$ cat config.mk
export PLATFORM = sky130hd
export DESIGN_NAME = sorted_top_n_insert
export DESIGN_NICKNAME = d
export VERILOG_FILES = /design/src/rtl/stni_pkg.sv /design/src/rtl/stni_cell.sv /design/src/rtl/stni_outbuf.sv /design/src/rtl/sorted_top_n_insert.sv
export SDC_FILE = /design/constraint.sdc
export NUM_CORES = 2
export LEC_CHECK = 0
export ABC_CLOCK_PERIOD_IN_PS = 10550
export BUFFER_PORTS_ARGS = -buffer_cell sky130_fd_sc_hd__buf_2
export CORE_MARGIN = 8
export CORE_UTILIZATION = 35
export DETAILED_ROUTE_END_ITERATION = 6
export HOLD_SLACK_MARGIN = 0.15
export PLACE_DENSITY = 0.6
export SETUP_SLACK_MARGIN = 0.1
export SLEW_MARGIN = 20
export SYNTH_ARGS = -nofsm -noshare
export SYNTH_HDL_FRONTEND = slang
export SYNTH_HIERARCHICAL = 1
export SYNTH_SLANG_ARGS = --single-unit
$ cat constraint.sdc
create_clock -name clk -period 10.55 [get_ports clk]
set_input_delay 1.5825 -clock clk [delete_from_list [all_inputs] [get_ports clk]]
set_output_delay 1.5825 -clock clk [all_outputs]
set_load 0.05 [all_outputs]
$ cat src/rtl/stni_pkg.sv
// Shared types and constants for the sorted top-N insertion list.
// Used by the list cells, the output buffer and the top level.
package stni_pkg;

	localparam int DEF_LIST_DEPTH = 8;
	localparam int WORD_W = 32;
	localparam int RANK_W = 8;
	localparam int PLACED_W = 3;

	localparam logic ACT_SUBMIT = 1'b0;
	localparam logic ACT_READ = 1'b1;

	typedef struct packed {
		logic [WORD_W-1:0] score;
		logic [WORD_W-1:0] pa;
		logic [WORD_W-1:0] pb;
		logic [WORD_W-1:0] pt;
	} record_t;

	typedef struct packed {
		logic accepted;
		logic [PLACED_W-1:0] placed_rank;
		logic entry_valid;
		record_t entry;
		logic [WORD_W-1:0] best_score;
	} result_t;

endpackage

$ cat src/rtl/stni_cell.sv
// One slot of the ranked list: holds a record, compares it with the incoming score
// and takes either the new record or its upper neighbor's record on an insert.
// Depends on stni_pkg.
module stni_cell (
	input  logic clk,
	input  logic arst_n,
	input  logic load,
	input  stni_pkg::record_t new_rec,
	input  logic prev_gt,
	input  stni_pkg::record_t prev_rec,
	output logic gt,
	output stni_pkg::record_t rec
);
	import stni_pkg::*;

	record_t rec_q;

	// The list is kept descending, so the compare results along the chain form
	// a run of zeros followed by ones. The first cell with a one takes the new
	// record; the cells below it take their neighbor's record.
	assign gt = new_rec.score > rec_q.score;
	assign rec = rec_q;

	always_ff @(posedge clk or negedge arst_n) begin
		if (!arst_n) begin
			rec_q <= '0;
		end else if (load && gt) begin
			rec_q <= prev_gt ? prev_rec : new_rec;
		end
	end

endmodule

$ cat src/rtl/stni_outbuf.sv
// Output register with a skid stage, so a new transfer can be taken while a
// finished result still waits downstream. Depends on stni_pkg.
module stni_outbuf (
	input  logic clk,
	input  logic arst_n,
	input  logic in_fire,
	input  stni_pkg::result_t res,
	output logic full,
	output logic out_valid,
	input  logic out_stall,
	output stni_pkg::result_t out_res
);
	import stni_pkg::*;

	result_t out_q;
	result_t skid_q;
	logic out_valid_q;
	logic skid_valid_q;

	assign full = skid_valid_q;
	assign out_valid = out_valid_q;
	assign out_res = out_q;

	always_ff @(posedge clk or negedge arst_n) begin
		if (!arst_n) begin
			out_valid_q <= 1'b0;
			skid_valid_q <= 1'b0;
		end else if (!out_valid_q || !out_stall) begin
			if (skid_valid_q) begin
				out_valid_q <= 1'b1;
				skid_valid_q <= 1'b0;
			end else begin
				out_valid_q <= in_fire;
			end
		end else if (in_fire) begin
			skid_valid_q <= 1'b1;
		end
	end

	always_ff @(posedge clk) begin
		if (!out_valid_q || !out_stall) begin
			if (skid_valid_q) begin
				out_q <= skid_q;
			end else if (in_fire) begin
				out_q <= res;
			end
		end else if (in_fire) begin
			skid_q <= res;
		end
	end

endmodule

$ cat src/rtl/sorted_top_n_insert.sv
// Sorted top-N list: keeps the LIST_DEPTH best records in descending score order.
// One transfer is taken per clock cycle unless stalled, each giving one result;
// the chain of slot cells compares and shifts every slot in parallel, so a
// submit or a read completes in the cycle it is accepted. The input stalls only
// when both the output register and its skid stage hold results. The list is all
// zeros after reset. Ties land below the existing entry; a zero score is rejected.
// Depends on stni_pkg, stni_cell and stni_outbuf.
module sorted_top_n_insert #(
	parameter int LIST_DEPTH = stni_pkg::DEF_LIST_DEPTH
) (
	input  logic clk,
	input  logic arst_n,
	input  logic in_valid,
	output logic in_stall,
	input  logic action,
	input  logic [stni_pkg::WORD_W-1:0] new_score,
	input  logic [stni_pkg::WORD_W-1:0] payload_a,
	input  logic [stni_pkg::WORD_W-1:0] payload_b,
	input  logic [stni_pkg::WORD_W-1:0] payload_time,
	input  logic [stni_pkg::RANK_W-1:0] query_rank,
	output logic out_valid,
	input  logic out_stall,
	output logic accepted,
	output logic [stni_pkg::PLACED_W-1:0] placed_rank,
	output logic entry_valid,
	output logic [stni_pkg::WORD_W-1:0] entry_score,
	output logic [stni_pkg::WORD_W-1:0] entry_payload_a,
	output logic [stni_pkg::WORD_W-1:0] entry_payload_b,
	output logic [stni_pkg::WORD_W-1:0] entry_time,
	output logic [stni_pkg::WORD_W-1:0] best_score
);
	import stni_pkg::*;

	logic in_fire;
	logic submit;
	logic buf_full;
	record_t new_rec;
	logic gt [LIST_DEPTH];
	record_t rec [LIST_DEPTH];
	logic prev_gt [LIST_DEPTH];
	record_t prev_rec [LIST_DEPTH];
	result_t res;
	result_t out_res;

	assign in_stall = buf_full;
	assign in_fire = in_valid && !buf_full;
	assign submit = in_fire && (action == ACT_SUBMIT);

	assign new_rec.score = new_score;
	assign new_rec.pa = payload_a;
	assign new_rec.pb = payload_b;
	assign new_rec.pt = payload_time;

	for (genvar i = 0; i < LIST_DEPTH; i++) begin : g_cell
		if (i == 0) begin : g_head
			assign prev_gt[i] = 1'b0;
			assign prev_rec[i] = '0;
		end else begin : g_link
			assign prev_gt[i] = gt[i-1];
			assign prev_rec[i] = rec[i-1];
		end

		stni_cell u_cell (
			.clk(clk),
			.arst_n(arst_n),
			.load(submit),
			.new_rec(new_rec),
			.prev_gt(prev_gt[i]),
			.prev_rec(prev_rec[i]),
			.gt(gt[i]),
			.rec(rec[i])
		);
	end

	// The result is formed from the list as it stands before the edge; the head
	// score after the item is the new score when the record lands in slot zero.
	always_comb begin
		res = '0;
		if (action == ACT_SUBMIT) begin
			for (int i = 0; i < LIST_DEPTH; i++) begin
				if (gt[i] && !prev_gt[i]) begin
					res.accepted = 1'b1;
					res.placed_rank = PLACED_W'(i);
				end
			end
		end else begin
			res.entry_valid = {1'b0, query_rank} < (RANK_W + 1)'(LIST_DEPTH);
			for (int i = 0; i < LIST_DEPTH; i++) begin
				if ({1'b0, query_rank} == (RANK_W + 1)'(i)) begin
					res.entry = rec[i];
				end
			end
		end
		res.best_score = (action == ACT_SUBMIT && gt[0]) ? new_score : rec[0].score;
	end

	stni_outbuf u_outbuf (
		.clk(clk),
		.arst_n(arst_n),
		.in_fire(in_fire),
		.res(res),
		.full(buf_full),
		.out_valid(out_valid),
		.out_stall(out_stall),
		.out_res(out_res)
	);

	assign accepted = out_res.accepted;
	assign placed_rank = out_res.placed_rank;
	assign entry_valid = out_res.entry_valid;
	assign entry_score = out_res.entry.score;
	assign entry_payload_a = out_res.entry.pa;
	assign entry_payload_b = out_res.entry.pb;
	assign entry_time = out_res.entry.pt;
	assign best_score = out_res.best_score;

endmodule

==> results list <==
- The flow ran to the end, and the final reports show no timing, DRC or antenna violations.
* Clock tree from TritonCTS: built
- Ranked by total cell area, the synthesized netlist is headed by dfrtp_1 (31%), mux2_4 (15%), mux2_2 (15%).
* Transition time at the pin with the least slew margin: roughly 1.3 ns
- The tightest min-delay check is of the flip-flop to flip-flop type.
* Clock net sink count: about 1400
- Post-CTS sizing: 0
* Layout fillers: around 22000
- The die is between 400 and 500 um tall.
- Dividing total power by cell area gives a power density of about 130 mW/mm^2.
- Critical Setup Path Class: input pin to flip-flop
* Port Buffers: ~310
- For this configuration, the core starts out at a cell density of 0.352.
* Worst Clk Skew: between 0.04 and 0.05 ns
- The synthesized netlist contains between 50 and 60 unique library cells.
- Timing analysis after detailed placement gives a worst setup slack of between 4 and 5 ns.
- Remaining DRCs: 0
- Detailed routing placed a total of between 100000 and 150000 um of wire on met2.
- Entering global routing, the biggest net connects around 140 pins.
- Across the VDD grid, the largest voltage drop is about 0.00015 V.
- The slowest stage of the critical path belongs to the cell buf_4.
- Broken down by cell family, the worst path's largest delay share belongs to buffers and inverters.
* Fraction of layout instances using a drive strength above 1: 0.422
* Worst EP required: between 10 and 15 ns
* Number of antenna violations at the first check in global routing: 57
- Min cycle time layout: 5.44 ns
- Counting flops with an async set or reset pin after synthesis yields a share of 0.757.
- Most common cell after layout, fill and taps aside: mux2_2
- Met1 layer wirelength in the final routing: between 100000 and 150000 um
- Number of buffers inserted by hold repair at cts: 0
- Data arrives at the worst endpoint at between 6 and 7 ns.
- Of the synthesized area, sequential elements account for 0.436.
* Slack of the worst reg-to-reg path: 5.70 ns
* Violation count after the first detailed-route iteration: between 3000 and 4000
- The cell area that synthesis handed to floorplanning was 0.0817 mm^2.
- Dividing the detail-routed via count by the number of cells gives 5.52.
- Summed over all cells, the static leakage comes to roughly 44 nW.
* Average footprint of a synthesized cell: ~14 um^2
* Slack of the critical path: 5.11 ns
- Of all nets on the critical path, the largest fanout is 87.
* Met3 WL: about 12000 um
* Floorplan die area: around 0.25 mm^2
- Setup repair after global routing left no endpoint under its margin.
- Net count of the finished layout: 6646
* Stage delay of the slowest cell on the critical path: roughly 1.0 ns
* Total number of yosys warnings: 6
- Signed area change from the synthesized netlist to the final layout: 11.2%
- After legalization and detailed placement, the total HPWL measured around 150000 um.
- The floorplan has 177 rows.
- Synth top area share: 0.314
- Depth of the CTS H-tree: 4
- Counting every instance in the synthesized netlist gives ~6000.
* Overall power after layout: ~12 mW
- Global-route wire length before repair: between 300000 and 400000 um
- Register clock-pin slew on the reported worst setup and hold paths: 0.05 ns
- For the worst-skew pair, the clock arrives at the later sink with an insertion delay of 0.83 ns.
- Highest signal layer in the routed design: met5
- STA classifies the critical path endpoint as a flip-flop.
- Max Clk Rate: between 0.15 and 0.2 GHz
* Fin Hold WS: ~0.5 ns
- Startpoint type of the worst setup path: input pin
* Portion of the clock cycle consumed by the worst path in the final layout: 0.516
- Iteration count of the initial detailed-routing pass: 6
- Final Hold Viols: 0
- Overflow left after global routing: 0
- Remaining antenna violation count: 0
* Final setup violation count: 0
- In the global route stage, overall resource usage came out at 0.191.
- Final routed wirelength across all metal layers: around 250000 um
* Ordered list of cells on the worst path: buf_2 -> ha_1 -> nand4_1 -> nor4_1 -> buf_4 -> and3b_1 -> a32oi_4 -> buf_12 -> buf_4 -> mux2_2
* Crit path buf inv count: 4
- Total CTS buffers: around 160
- CTS root buffer: clkbuf_16
* Total via count in the routed design: about 52000
- Setup TNS: 0 ns
- Boundary pin count: 308
- The clock passes through at most 3 buffers.
* Overall die width: ~500 um
- Post-CTS timing repair inserted 0 buffers for setup.
- Max-cap violations in this run came to 0.
- Critical path's most frequent cell: buf_4
- Weighted congestion reported at the end of routability-driven placement: 0.836
- The final count of pins violating max slew was 0.
- Post-synth EDFFs: between 300 and 400
- Of all cell types, the one taking the most synthesized area is dfrtp_1.
- Core Footprint: around 0.23 mm^2
- Relative slew slack: 0.143
- Leading cell types in the layout, fill and taps excluded: mux2_2 (1054), dfrtp_1 (1025), mux2_4 (813), mux2i_1 (564), edfxtp_1 (330)
- #FFs+latches synth: 1356
- Number of global-route vias before repair: between 50000 and 60000
- The most used flip-flop cell after synthesis is dfrtp_1.
* Detail-routed net length per standard cell: about 26 um
## flip-flops by register name (all words and copies together), names as in the netlist
signal / cells
u_outbuf/full: 1
u_outbuf/out_valid: 1
u_outbuf/skid_q: 165
g_cell.u_cell/rec: 1024
u_outbuf/out_res: 165
## layer usage
layer	track usage	vias to the layer above
li1	-	22900
met1	0.257	27200
met2	0.314	1463
met5	0	-
met4	0.0654	8
met3	0.0299	437
## cell families after synthesis
| kind of cell | synth area share |
|---|---|
| mux | 0.381 |
| flops | 0.436 |
| compound gates | 0.0697 |
| buf+inv | 0.0555 |
| simple gates | 0.0194 |
| fa+ha+maj | 0.0392 |
| other cells | 0.0000459 |
## cell type report
| type | count | area [um^2] | share of cell area |
|---|---|---|---|
| Tap cell | 3043 | 3810 | 0.0419 |
| Inverter | 321 | 1210 | 0.0133 |
| Sequential cell | 1356 | 35600 | 0.392 |
| Clock buffer | 223 | 4560 | 0.0502 |
| Antenna cell | 16 | 40.0 | 0.000441 |
| Timing Repair Buffer | 408 | 2550 | 0.0281 |
| Clock inverter | 76 | 793 | 0.00873 |
| Multi-Input combinational cell | 4003 | 42300 | 0.466 |
## cell usage after synthesis, types with 2 or more instances
library cell and instances:
and3b_1 8, mux2i_1 564, mux2_2 1054, o21ai_1 22, buf_12 72, edfxtp_1 330, buf_1 5, nor2_1 82
nor2b_1 14, a2111oi_1 8, buf_6 43, nor4_1 10, buf_2 78, a21o_1 16, mux4_2 61, o22ai_1 188
buf_4 24, mux2_4 813, or4_4 8, a21oi_1 124, a221oi_1 74, nand2_1 60, inv_1 320, nand4_1 64
nand3_1 18, o221a_2 66, and3_1 2, nor3_1 8, o211ai_2 8, nor4_2 8, a32oi_2 8, a211oi_1 16
ha_1 256, nand2b_1 4, dfrtp_1 1026, clkbuf_1 181, buf_8 9, o211a_1 62, o211ai_1 2, o21ai_0 228
## through the flow
| step | instance area (um^2) | utilization | cells |
|---|---|---|---|
| after floorplan | 82200 | - | 6092 |
| after global placement | 85500 | 0.368 | 9131 |
| after detailed placement | 85500 | 0.368 | 9131 |
| after CTS | 90800 | 0.391 | 9430 |
| after global routing | 90900 | 0.391 | 9440 |
| final | 90900 | 0.391 | 9446 |
## power by group
group | internal, mW | switching (mW) | total (mW)
clock network | 3.27 | 2.41 | 5.67
logic | 0.348 | 0.747 | 1.09
registers | 5.47 | 0.0261 | 5.49
total | 9.08 | 3.18 | 12.3
## path summary, 6_finish.rpt
| kind | depth (start not counted) | from | endpoint |
|---|---|---|---|
| max | 10 | new_score[15] | g_cell[4].u_cell/rec[20]$_DFFE_PN0P_ |
| min | 1 | g_cell[7].u_cell/rec[21]$_DFFE_PN0P_ | g_cell[7].u_cell/rec[21]$_DFFE_PN0P_ |
| max reg2reg | 10 | g_cell[4].u_cell/rec[108]$_DFFE_PN0P_ | g_cell[4].u_cell/rec[20]$_DFFE_PN0P_ |
| min reg2reg | 1 | g_cell[7].u_cell/rec[21]$_DFFE_PN0P_ | g_cell[7].u_cell/rec[21]$_DFFE_PN0P_ |
| max in group asynchronous | 3 | arst_n | u_outbuf/full$_DFFE_PN0P_ |
| min in group asynchronous | 1 | arst_n | g_cell[0].u_cell/rec[61]$_DFFE_PN0P_ |
No activity file was read; power rests on OpenSTA's default activity.
